--- config.mk ---
export PLATFORM = sky130hd
export DESIGN_NAME = button_debounce_stuck_detect
export DESIGN_NICKNAME = d
export VERILOG_FILES = /design/src/rtl/core/bdsd_pkg.sv /design/src/rtl/core/button_debounce_stuck_detect.sv /design/src/rtl/core/bdsd_cfg_regs.sv /design/src/rtl/core/bdsd_button.sv
export SDC_FILE = /design/constraint.sdc
export NUM_CORES = 2
export LEC_CHECK = 0
export ABC_AREA = 1
export BUFFER_PORTS_ARGS = -buffer_cell sky130_fd_sc_hd__buf_2
export CAP_MARGIN = 20
export CORE_UTILIZATION = 57
export CTS_CLUSTER_SIZE = 8
export DETAILED_ROUTE_END_ITERATION = 10
export PLACE_DENSITY = 0.74
export SKIP_CTS_REPAIR_TIMING = 1
export SLEW_MARGIN = 40
export SYNTH_ARGS = -nofsm -noshare
export SYNTH_HDL_FRONTEND = slang
export SYNTH_SLANG_ARGS = --single-unit
--- constraint.sdc ---
create_clock -name clk -period 9.2 [get_ports clk]
set_input_delay 1.38 -clock clk [delete_from_list [all_inputs] [get_ports clk]]
set_output_delay 1.38 -clock clk [all_outputs]
set_load 0.01 [all_outputs]
--- src/rtl/core/bdsd_pkg.sv ---
// ----------------------------------------------------------------------------
// bdsd_pkg
// Shared types and constants of the button debounce and stuck detect block.
// ----------------------------------------------------------------------------
package bdsd_pkg;

  localparam int CFG_W      = 16;
  localparam int CFG_ADDR_W = 3;
  localparam int PIN_COUNT  = 8;

  // register indexes on the configuration port
  localparam logic [CFG_ADDR_W-1:0] REG_UP_DEBOUNCE   = 3'd0;
  localparam logic [CFG_ADDR_W-1:0] REG_DOWN_DEBOUNCE = 3'd1;
  localparam logic [CFG_ADDR_W-1:0] REG_AUX_DEBOUNCE  = 3'd2;
  localparam logic [CFG_ADDR_W-1:0] REG_UP_RESET_TO   = 3'd3;
  localparam logic [CFG_ADDR_W-1:0] REG_DOWN_RESET_TO = 3'd4;
  localparam logic [CFG_ADDR_W-1:0] REG_UP_STUCK_TO   = 3'd5;
  localparam logic [CFG_ADDR_W-1:0] REG_DOWN_STUCK_TO = 3'd6;

  // reset values of the registers
  localparam logic [CFG_W-1:0] DEBOUNCE_RST = 16'd50;
  localparam logic [CFG_W-1:0] RESET_TO_RST = 16'd100;
  localparam logic [CFG_W-1:0] STUCK_TO_RST = 16'd2000;

  typedef struct packed {
    logic [CFG_W-1:0] up_debounce;
    logic [CFG_W-1:0] down_debounce;
    logic [CFG_W-1:0] aux_debounce;
    logic [CFG_W-1:0] up_reset_to;
    logic [CFG_W-1:0] down_reset_to;
    logic [CFG_W-1:0] up_stuck_to;
    logic [CFG_W-1:0] down_stuck_to;
  } cfg_t;

  // timing settings seen by one button
  typedef struct packed {
    logic [CFG_W-1:0] debounce;
    logic [CFG_W-1:0] reset_to;
    logic [CFG_W-1:0] stuck_to;
  } btn_cfg_t;

endpackage

--- src/rtl/core/button_debounce_stuck_detect.sv ---
// ----------------------------------------------------------------------------
// button_debounce_stuck_detect
// Timestamp based debounce of eight buttons with stuck detection on the
// up and down shift buttons.
// ----------------------------------------------------------------------------
// Takes one sample (timestamp and active-low pins) per clock while out_ready
// stays high and returns one result per sample. A sample waits in the input
// register; the button state is updated as it moves into the result, so the
// held, pressed and stuck outputs are registered. The sustained rate is one
// sample per cycle while out_ready stays high, set by the single
// compare-and-add pass per button on registered state; out_ready low holds the
// result and stops input after one more sample. All times are unsigned ms
// values of TIME_WIDTH bits without wrap handling. Configuration registers may
// be written only while idle.
// ----------------------------------------------------------------------------
module button_debounce_stuck_detect import bdsd_pkg::*; #(
  parameter int NUM_BUTTONS = 8,
  parameter int TIME_WIDTH  = 32
) (
  input  logic                  clk,
  input  logic                  rst_n,
  input  logic                  cfg_we,
  input  logic [CFG_ADDR_W-1:0] cfg_addr,
  input  logic [CFG_W-1:0]      cfg_wdata,
  input  logic                  in_valid,
  output logic                  in_ready,
  input  logic [31:0]           in_now_ms,
  input  logic [7:0]            in_pin_levels,
  output logic                  out_valid,
  input  logic                  out_ready,
  output logic [7:0]            out_held_mask,
  output logic [7:0]            out_pressed_mask,
  output logic [1:0]            out_stuck_errors
);

  cfg_t                  cfg;
  logic                  in_full_r;
  logic [TIME_WIDTH-1:0] now_r;
  logic [7:0]            pins_r;
  logic                  out_valid_r;
  logic                  advance;
  logic [NUM_BUTTONS-1:0] held_vec;
  logic [NUM_BUTTONS-1:0] pressed_vec;
  logic [NUM_BUTTONS-1:0] stuck_vec;

  // configuration registers
  bdsd_cfg_regs u_cfg (
    .clk       (clk),
    .rst_n     (rst_n),
    .cfg_we    (cfg_we),
    .cfg_addr  (cfg_addr),
    .cfg_wdata (cfg_wdata),
    .cfg       (cfg)
  );

  // a sample moves on when the result slot is free or being emptied
  assign advance  = in_full_r && (!out_valid_r || out_ready);
  assign in_ready = !in_full_r || advance;

  // input register
  always_ff @(posedge clk) begin
    if (!rst_n) begin
      in_full_r <= 1'b0;
    end else if (in_valid && in_ready) begin
      in_full_r <= 1'b1;
    end else if (advance) begin
      in_full_r <= 1'b0;
    end
  end

  always_ff @(posedge clk) begin
    if (in_valid && in_ready) begin
      now_r  <= TIME_WIDTH'(in_now_ms);
      pins_r <= in_pin_levels;
    end
  end

  // result valid, the button state itself is the result payload
  always_ff @(posedge clk) begin
    if (!rst_n) begin
      out_valid_r <= 1'b0;
    end else if (advance) begin
      out_valid_r <= 1'b1;
    end else if (out_ready) begin
      out_valid_r <= 1'b0;
    end
  end

  // one lane per button
  generate
    for (genvar b = 0; b < NUM_BUTTONS; b++) begin : g_btn
      logic     pin;
      btn_cfg_t tcfg;

      if (b < PIN_COUNT) begin : g_pin
        assign pin = pins_r[b];
      end else begin : g_nopin
        assign pin = 1'b1;
      end

      if (b == 0) begin : g_up
        assign tcfg = '{debounce: cfg.up_debounce, reset_to: cfg.up_reset_to,
                        stuck_to: cfg.up_stuck_to};
      end else if (b == 1) begin : g_down
        assign tcfg = '{debounce: cfg.down_debounce, reset_to: cfg.down_reset_to,
                        stuck_to: cfg.down_stuck_to};
      end else begin : g_aux
        assign tcfg = '{debounce: cfg.aux_debounce, reset_to: '0, stuck_to: '0};
      end

      bdsd_button #(
        .TIME_WIDTH (TIME_WIDTH),
        .IS_SHIFT   (b < 2)
      ) u_btn (
        .clk       (clk),
        .rst_n     (rst_n),
        .update    (advance),
        .now       (now_r),
        .pin_level (pin),
        .tcfg      (tcfg),
        .held      (held_vec[b]),
        .pressed   (pressed_vec[b]),
        .stuck     (stuck_vec[b])
      );
    end

    // output mapping, missing buttons read as zero
    for (genvar i = 0; i < PIN_COUNT; i++) begin : g_out
      if (i < NUM_BUTTONS) begin : g_map
        assign out_held_mask[i]    = held_vec[i];
        assign out_pressed_mask[i] = pressed_vec[i];
      end else begin : g_zero
        assign out_held_mask[i]    = 1'b0;
        assign out_pressed_mask[i] = 1'b0;
      end
    end
  endgenerate

  assign out_stuck_errors = {stuck_vec[1], stuck_vec[0]};
  assign out_valid        = out_valid_r;

endmodule

--- src/rtl/core/bdsd_cfg_regs.sv ---
// ----------------------------------------------------------------------------
// bdsd_cfg_regs
// Configuration register file, written through a plain write port.
// ----------------------------------------------------------------------------
module bdsd_cfg_regs import bdsd_pkg::*; (
  input  logic                  clk,
  input  logic                  rst_n,
  input  logic                  cfg_we,
  input  logic [CFG_ADDR_W-1:0] cfg_addr,
  input  logic [CFG_W-1:0]      cfg_wdata,
  output cfg_t                  cfg
);

  cfg_t cfg_r;
  cfg_t cfg_nxt;

  // address decode, unknown indexes are dropped
  always_comb begin
    cfg_nxt = cfg_r;
    if (cfg_we) begin
      unique case (cfg_addr)
        REG_UP_DEBOUNCE:   cfg_nxt.up_debounce   = cfg_wdata;
        REG_DOWN_DEBOUNCE: cfg_nxt.down_debounce = cfg_wdata;
        REG_AUX_DEBOUNCE:  cfg_nxt.aux_debounce  = cfg_wdata;
        REG_UP_RESET_TO:   cfg_nxt.up_reset_to   = cfg_wdata;
        REG_DOWN_RESET_TO: cfg_nxt.down_reset_to = cfg_wdata;
        REG_UP_STUCK_TO:   cfg_nxt.up_stuck_to   = cfg_wdata;
        REG_DOWN_STUCK_TO: cfg_nxt.down_stuck_to = cfg_wdata;
        default:           cfg_nxt = cfg_r;
      endcase
    end
  end

  always_ff @(posedge clk) begin
    if (!rst_n) begin
      cfg_r.up_debounce   <= DEBOUNCE_RST;
      cfg_r.down_debounce <= DEBOUNCE_RST;
      cfg_r.aux_debounce  <= DEBOUNCE_RST;
      cfg_r.up_reset_to   <= RESET_TO_RST;
      cfg_r.down_reset_to <= RESET_TO_RST;
      cfg_r.up_stuck_to   <= STUCK_TO_RST;
      cfg_r.down_stuck_to <= STUCK_TO_RST;
    end else begin
      cfg_r <= cfg_nxt;
    end
  end

  assign cfg = cfg_r;

endmodule

--- src/rtl/core/bdsd_button.sv ---
// ----------------------------------------------------------------------------
// bdsd_button
// State and update logic of one button: lockout deadline, held and pressed
// latches, and for a shift button the release time and stuck error.
// ----------------------------------------------------------------------------
module bdsd_button import bdsd_pkg::*; #(
  parameter int TIME_WIDTH = 32,
  parameter bit IS_SHIFT   = 1'b0
) (
  input  logic                  clk,
  input  logic                  rst_n,
  input  logic                  update,
  input  logic [TIME_WIDTH-1:0] now,
  input  logic                  pin_level,
  input  btn_cfg_t              tcfg,
  output logic                  held,
  output logic                  pressed,
  output logic                  stuck
);

  logic [TIME_WIDTH-1:0] deadline_r;
  logic [TIME_WIDTH-1:0] deadline_nxt;
  logic                  held_r;
  logic                  held_nxt;
  logic                  pressed_r;
  logic                  pressed_nxt;
  logic                  pressed_latch;
  logic                  active;
  logic                  press;
  logic                  release_evt;

  // press and release detection, pins are active low
  assign active      = ~pin_level;
  assign press       = active && (deadline_r < now) && !held_r;
  assign release_evt = !active && held_r;

  always_comb begin
    held_nxt      = held_r;
    pressed_latch = pressed_r;
    deadline_nxt  = deadline_r;
    if (press) begin
      held_nxt      = 1'b1;
      pressed_latch = 1'b1;
      deadline_nxt  = now + TIME_WIDTH'(tcfg.debounce);
    end else if (release_evt) begin
      held_nxt      = 1'b0;
      pressed_latch = 1'b0;
    end
  end

  generate
    if (IS_SHIFT) begin : g_shift
      logic [TIME_WIDTH-1:0] rel_time_r;
      logic [TIME_WIDTH-1:0] rel_time_nxt;
      logic                  stuck_r;
      logic                  stuck_nxt;
      logic [TIME_WIDTH-1:0] reset_at;
      logic [TIME_WIDTH-1:0] stuck_at;
      logic [TIME_WIDTH-1:0] unstuck_at;

      assign rel_time_nxt = release_evt ? now : rel_time_r;
      assign reset_at     = deadline_nxt + TIME_WIDTH'(tcfg.reset_to);
      assign stuck_at     = deadline_nxt + TIME_WIDTH'(tcfg.stuck_to);
      assign unstuck_at   = rel_time_nxt + TIME_WIDTH'(tcfg.stuck_to);

      // pressed clears itself once the reset timeout has run out
      assign pressed_nxt = pressed_latch && !(reset_at < now);

      // stuck sets while held too long, clears after as long released
      always_comb begin
        stuck_nxt = stuck_r;
        if (held_nxt) begin
          if (stuck_at < now) begin
            stuck_nxt = 1'b1;
          end
        end else if (unstuck_at < now) begin
          stuck_nxt = 1'b0;
        end
      end

      always_ff @(posedge clk) begin
        if (!rst_n) begin
          rel_time_r <= '0;
          stuck_r    <= 1'b0;
        end else if (update) begin
          rel_time_r <= rel_time_nxt;
          stuck_r    <= stuck_nxt;
        end
      end

      assign stuck = stuck_r;
    end else begin : g_aux
      assign pressed_nxt = pressed_latch;
      assign stuck       = 1'b0;
    end
  endgenerate

  // button state, moves only on update, as a sample passes into the result
  always_ff @(posedge clk) begin
    if (!rst_n) begin
      deadline_r <= '0;
      held_r     <= 1'b0;
      pressed_r  <= 1'b0;
    end else if (update) begin
      deadline_r <= deadline_nxt;
      held_r     <= held_nxt;
      pressed_r  <= pressed_nxt;
    end
  end

  assign held    = held_r;
  assign pressed = pressed_r;

endmodule

Yosys cells after proc, flatten, opt, wreduce, memory -nomap -nowiden:

Index checks and enable logic that the tools add are counted.
Widths: inputs -> output; s select.

* register bits: 486

* $add $sub $neg: 9
* $lt $le $gt $ge: 14
* equality and inequality tests: 8
* muxes and demuxes: 34
* bitwise logic cells: 8
* reduce and logical (&&, ||, !) cells: 74

Operator list (number)
* $lt 32x32->1: 14
* $add 32x16->32: 9
* $mux 32: 4
* $reduce_and 2->1: 19
* $mux 1: 30
* $logic_and 1x1->1: 28
* $reduce_bool 2->1: 10
* $logic_not 1->1: 12
* $eq 3x3->1 const B: 3
* $not 1->1: 8
* $eq 3x2->1 const B: 2
* $reduce_and 3->1: 2
* $ne 2x2->1 const B: 2
* $eq 3x1->1 const B: 1
* $logic_not 3->1: 1
* $logic_or 1x1->1: 2

Depth between registers and ports, before layout:

* depth after elaboration: 8
* mapped depth: 42
* gate-level depth less buffers: 41

Modules after synthesis:

A second synthesis with hierarchy kept.

* cell total of the unflattened synthesis: 7814
* area total of the unflattened synthesis: 50455.9 µm²

Modules (own cells, without submodules)
* bdsd_button (g_btn[2].u_btn ...): instances 5, cells each 621, area each 3823.7 µm², seq. area each 660.6 µm²
* bdsd_button (g_btn[1].u_btn): instances 1, cells each 1710, area each 10946.7 µm², seq. area each 1341.3 µm²
* bdsd_button (g_btn[0].u_btn): instances 1, cells each 1701, area each 10767.8 µm², seq. area each 1341.3 µm²
* bdsd_cfg_regs: instances 1, cells each 614, area each 4421.7 µm², seq. area each 2242.2 µm²
* bdsd_button (g_btn[7].u_btn): instances 1, cells each 628, area each 3886.2 µm², seq. area each 660.6 µm²
* button_debounce_stuck_detect: instances 1, cells each 56, area each 1315.0 µm², seq. area each 1241.2 µm²

Least setup slack after synthesis:

OpenSTA, ideal clock, no wires.

* kind: flip-flop to flip-flop
* from: register now_r[29]
* to: register g_btn[0].u_btn.g_shift.stuck_r
* data arrival time: 5578 ps
* path slack: 3564 ps
* cell stages (with the launch flop): 38
* period minus slack after synthesis: 5636 ps
* cell sequence: edfxtp_1 > inv_1 > ha_1 > a21oi_1 > nor2_1 > nor3b_2 > nand2_1 > a21oi_2 > nand4_4 > inv_2 > clkbuf_1 > nand2_1 > o21ai_0 > ha_1 > inv_1 > fa_1 > inv_1 > nand2_1 > [2 not listed] > o21ai_0 > a31oi_1 > o21ai_0 > nand3_2 > nor3_4 > nand2_1 > nand2_1 > nand2_1 > ha_1 > nand2_1 > nor2_1 > a211oi_1 > o21ai_0 > a211oi_1 > nand2_1 > nand2_1 > nand3_1 > inv_1

* longest elaborated chain between the ends: 8
* elaborated cells on any way between the ends: 15

Ends and longest elaborated chain
* from (decl): line button_debounce_stuck_detect.sv:38 `logic [TIME_WIDTH-1:0] now_r;`
* from (signal assigned): line button_debounce_stuck_detect.sv:73 `now_r <= TIME_WIDTH'(in_now_ms);`
* $lt 32x32->1: line bdsd_button.sv:34 `assign press = active && (deadline_r < now) && !held_r;`
* $logic_and 1x1->1 (2 in a row): line bdsd_button.sv:34
* $mux 32: line bdsd_button.sv:41 `if (press) begin`
* named net g_btn[0].u_btn.deadline_nxt[0]: line bdsd_button.sv:22 `logic [TIME_WIDTH-1:0] deadline_nxt;`
* $add 32x16->32: line bdsd_button.sv:63 `assign stuck_at = deadline_nxt + TIME_WIDTH'(tcfg.stuck_to);`
* $lt 32x32->1: line bdsd_button.sv:73 `if (stuck_at < now) begin`
* $ne 2x2->1 (no source line)
* $reduce_and 3->1 (no source line)
* to (signal assigned): line bdsd_button.sv:87 `stuck_r <= stuck_nxt;`
* to (decl): line bdsd_button.sv:55 `logic stuck_r;`

The timed path passes the listed nets, and every way through them passes these cells.
A chain may end at the register's enable or synchronous reset.

Final worst setup path:

* from: register now_r[3]
* to: register g_btn[0].u_btn.g_shift.stuck_r

Same word-level chain as after synthesis.

==> impl_metrics.json <==
{
  "grt.overflow.total": 0,
  "hold_viol": 0,
  "rr_startpoint": "now_r[3]$_DFFE_PP_",
  "crit_path_start_kind": "register",
  "setup_tns_ns": 0,
  "cp_max_fo": 18,
  "area_delta_synth_final_pct": 8.80,
  "synth-edff-count": 40,
  "place_congestion": 1.00,
  "fill_cells": 6062,
  "swShare": 0.345,
  "seq_area_um2": 10100,
  "period_share": 0.739,
  "htreeDepth": 3,
  "antenna_found_initial": 8,
  "synth_cells": 5245,
  "crit_family": "compound AO/OA/AOI/OAI gates",
  "synth_top_cell_by_area": "dfxtp_1",
  "wl_per_cell_um": 19.4,
  "synth_commonest_cells": "1026 x nand2_1, 580 x ha_1, 579 x a21oi_1",
  "hold-path-endpoint": "g_btn[3].u_btn.deadline_r[2]$_SDFFE_PN0P_",
  "io_buffers": 83,
  "relSlewSlack": 0.367,
  "period_needed_ns": 6.80,
  "finalPower_mw": 6.61,
  "grt_usage": 0.357,
  "rows": 93,
  "holdPathStages": 2,
  "required_ns": 9.76,
  "yosysMostFrequentCell": "nand2_1",
  "ir_worst_vdd_mv": 0.151,
  "insertion_delay_ns": 0.63,
  "cts_buffers": 71,
  "drt-initial-drc-count": 2884,
  "syn_nets": 5898,
  "finalSetupViolCount": 0,
  "critPathKind": "reg2reg",
  "slew_violations": 0,
  "multi_input_area_um2": 24800,
  "cts_tree": "done",
  "initial_core_util": 0.578,
  "io_pins": 84,
  "clkPwrFrac": 0.373,
  "fmax_mhz": 147,
  "core_um2": 64600,
  "first_pass_iters": 7,
  "cpMostUsedCell": "nand2_1",
  "slowest_delay_ns": 0.60,
  "yosys_warnings": 0,
  "cts_sinks": 486,
  "fin_nets": 5929,
  "dieWidth_um": 258,
  "critical_path_arrival_ns": 7.36,
  "power_density_nw_per_um2": 163,
  "synth_area_um2": 37300,
  "synth_cell_types": 66,
  "p_leak_nw": 19.8,
  "drv_cap": 0,
  "seqPwrFrac": 0.355,
  "seq_area_frac_synth": 0.272,
  "ant_nets": 0,
  "critical_path.slowest_cell": "inv_1",
  "synth_top_area_frac": 0.239,
  "cts_root_buffer": "clkbuf_16",
  "die_h_um": 258,
  "drc": 0,
  "regToRegSetupSlack_ns": 2.40,
  "grt_max_degree": 198,
  "finClkSkew_ns": 0.0198,
  "via_per_inst": 5.87,
  "r2r-end": "g_btn[0].u_btn.stuck$_SDFFE_PN0P_",
  "cp-end-kind": "register",
  "reg2reg_depth": 38,
  "grt_pass1_vias": 34687,
  "hold_ws_ns": 0.462,
  "wirelength_mm": 120,
  "p_sw_mw": 2.28,
  "ys.flop_type": "dfxtp_1",
  "rsz0062_at_grt": "no",
  "grt_pass1_wl_mm": 188,
  "drive_gt1_frac": 0.0637,
  "die-area_um2": 66500,
  "status": "finished, final reports clean",
  "worstMarginPinSlew_ns": 0.946,
  "dr_total_vias": 36195,
  "clock_path_buffers": 3,
  "async_flop_share": 0,
  "clk_pin_slew_worst_paths_ns": 0.05,
  "syn_area_per_cell_um2": 7.11,
  "min_from": "g_btn[3].u_btn.deadline_r[2]$_SDFFE_PN0P_",
  "synthTopCellsByArea": "dfxtp_1 24%, ha_1 19%, nand2_1 10%",
  "crit_cells": 38,
  "path_buf_inv": 5,
  "internal-power_mw": 4.33,
  "combPwrFrac": 0.272,
  "hp-class": "reg2reg",
  "hpwlAfterDp_mm": 90.3,
  "synth-seq-cells": 486
}
-- worst max-delay path by stage --
stage,from,end,slack (ns)
floorplan,now_r[29]$_DFFE_PP_,g_btn[0].u_btn.stuck$_SDFFE_PN0P_,3.56
global placement,now_r[3]$_DFFE_PP_,g_btn[0].u_btn.stuck$_SDFFE_PN0P_,2.62
finish,now_r[3]$_DFFE_PP_,g_btn[0].u_btn.stuck$_SDFFE_PN0P_,2.40
global route,now_r[19]$_DFFE_PP_,g_btn[1].u_btn.stuck$_SDFFE_PN0P_,1.72
detailed placement,now_r[3]$_DFFE_PP_,g_btn[0].u_btn.stuck$_SDFFE_PN0P_,2.49
CTS,now_r[3]$_DFFE_PP_,g_btn[0].u_btn.stuck$_SDFFE_PN0P_,2.46
-- layer usage --
layer / wire length (um) / GRT usage
met1: 50900 / 0.459
met2: 54700 / 0.591
met3: 8450 / 0.0478
met4: 5640 / 0.171
met5: 27 / 0
-- worst reg2reg max path, delay by kind of cell, from the launching register on --
kind                       cells  cell delay (ns)
AOI/OAI and AO/OA              9             1.93
adders and majority gates      4             1.29
buffers and inverters          5             1.11
DFF                            1             0.45
and+or+nand+nor               20             1.93
-- cell families (layout without fill, tap and decap cells) --
family                   count (synthesis)  count (layout)  share of synthesized area
buffers and inverters                  633             692                     0.0665
XOR/XNOR                               206             206                     0.0484
adder cells (fa/ha/maj)                589             589                      0.199
AND/OR/NAND/NOR                       2000            2000                      0.223
AO/OA/AOI/OAI                         1331            1331                      0.192
flip-flops                             486             486                      0.272
other                                    0               3                          0
-- placed cells by master (no fill, tap or decap), drive strengths merged, types with 139 or more instances in the layout --
cell and count:
nand2 1043, o21ai 589, a21oi 580, dfxtp 446
nor2 580, buf 139, ha 580, xor2 143
inv 439, nand3 232
-- power by group through the flow --
stage | combinational [mW] | clock, mW | sequential [mW]
final | 1.80 | 2.47 | 2.35
after global placement | 1.72 | 0 | 2.38
after global routing | 2.04 | 2.57 | 2.36
after floorplan | 1.29 | 0 | 2.35
after CTS | 1.77 | 2.49 | 2.34
after detailed placement | 1.75 | 0 | 2.38
-- state kept, by name (all words and copies together) (netlist names) --
name,flops
out_valid,1
g_btn.u_btn.deadline_r,256
g_btn.u_btn.stuck,2
g_btn.u_btn.held,7
u_cfg.cfg,112
pins_r,8
g_btn.u_btn.pressed,3
g_btn.u_btn.g_shift.rel_time_r,64
now_r,32
in_full_r,1
-- layout make-up --
type                    count  share of cell area
diodes                      3            0.000185
inverters                 451              0.0419
flip-flops and latches    486               0.250
well taps                 855              0.0264
multi-input cells        4126               0.610
clock inverters             5             0.00225
repair buffers            140              0.0225
clock buffers              96              0.0473
-- through the flow --
| step | util | instance area, um^2 | setup slack, ns | cells |
|---|---|---|---|---|
| final | 0.629 | 40600 | 2.40 | 6162 |
| after global routing | 0.628 | 40600 | 1.72 | 6161 |
| after CTS | 0.627 | 40500 | 2.46 | 6157 |
| after detailed placement | 0.596 | 38500 | 2.49 | 6056 |
| after global placement | 0.596 | 38500 | 2.62 | 6056 |
| after floorplan | - | 37300 | 3.56 | 5245 |
No activity file was read; power rests on OpenSTA's default activity.
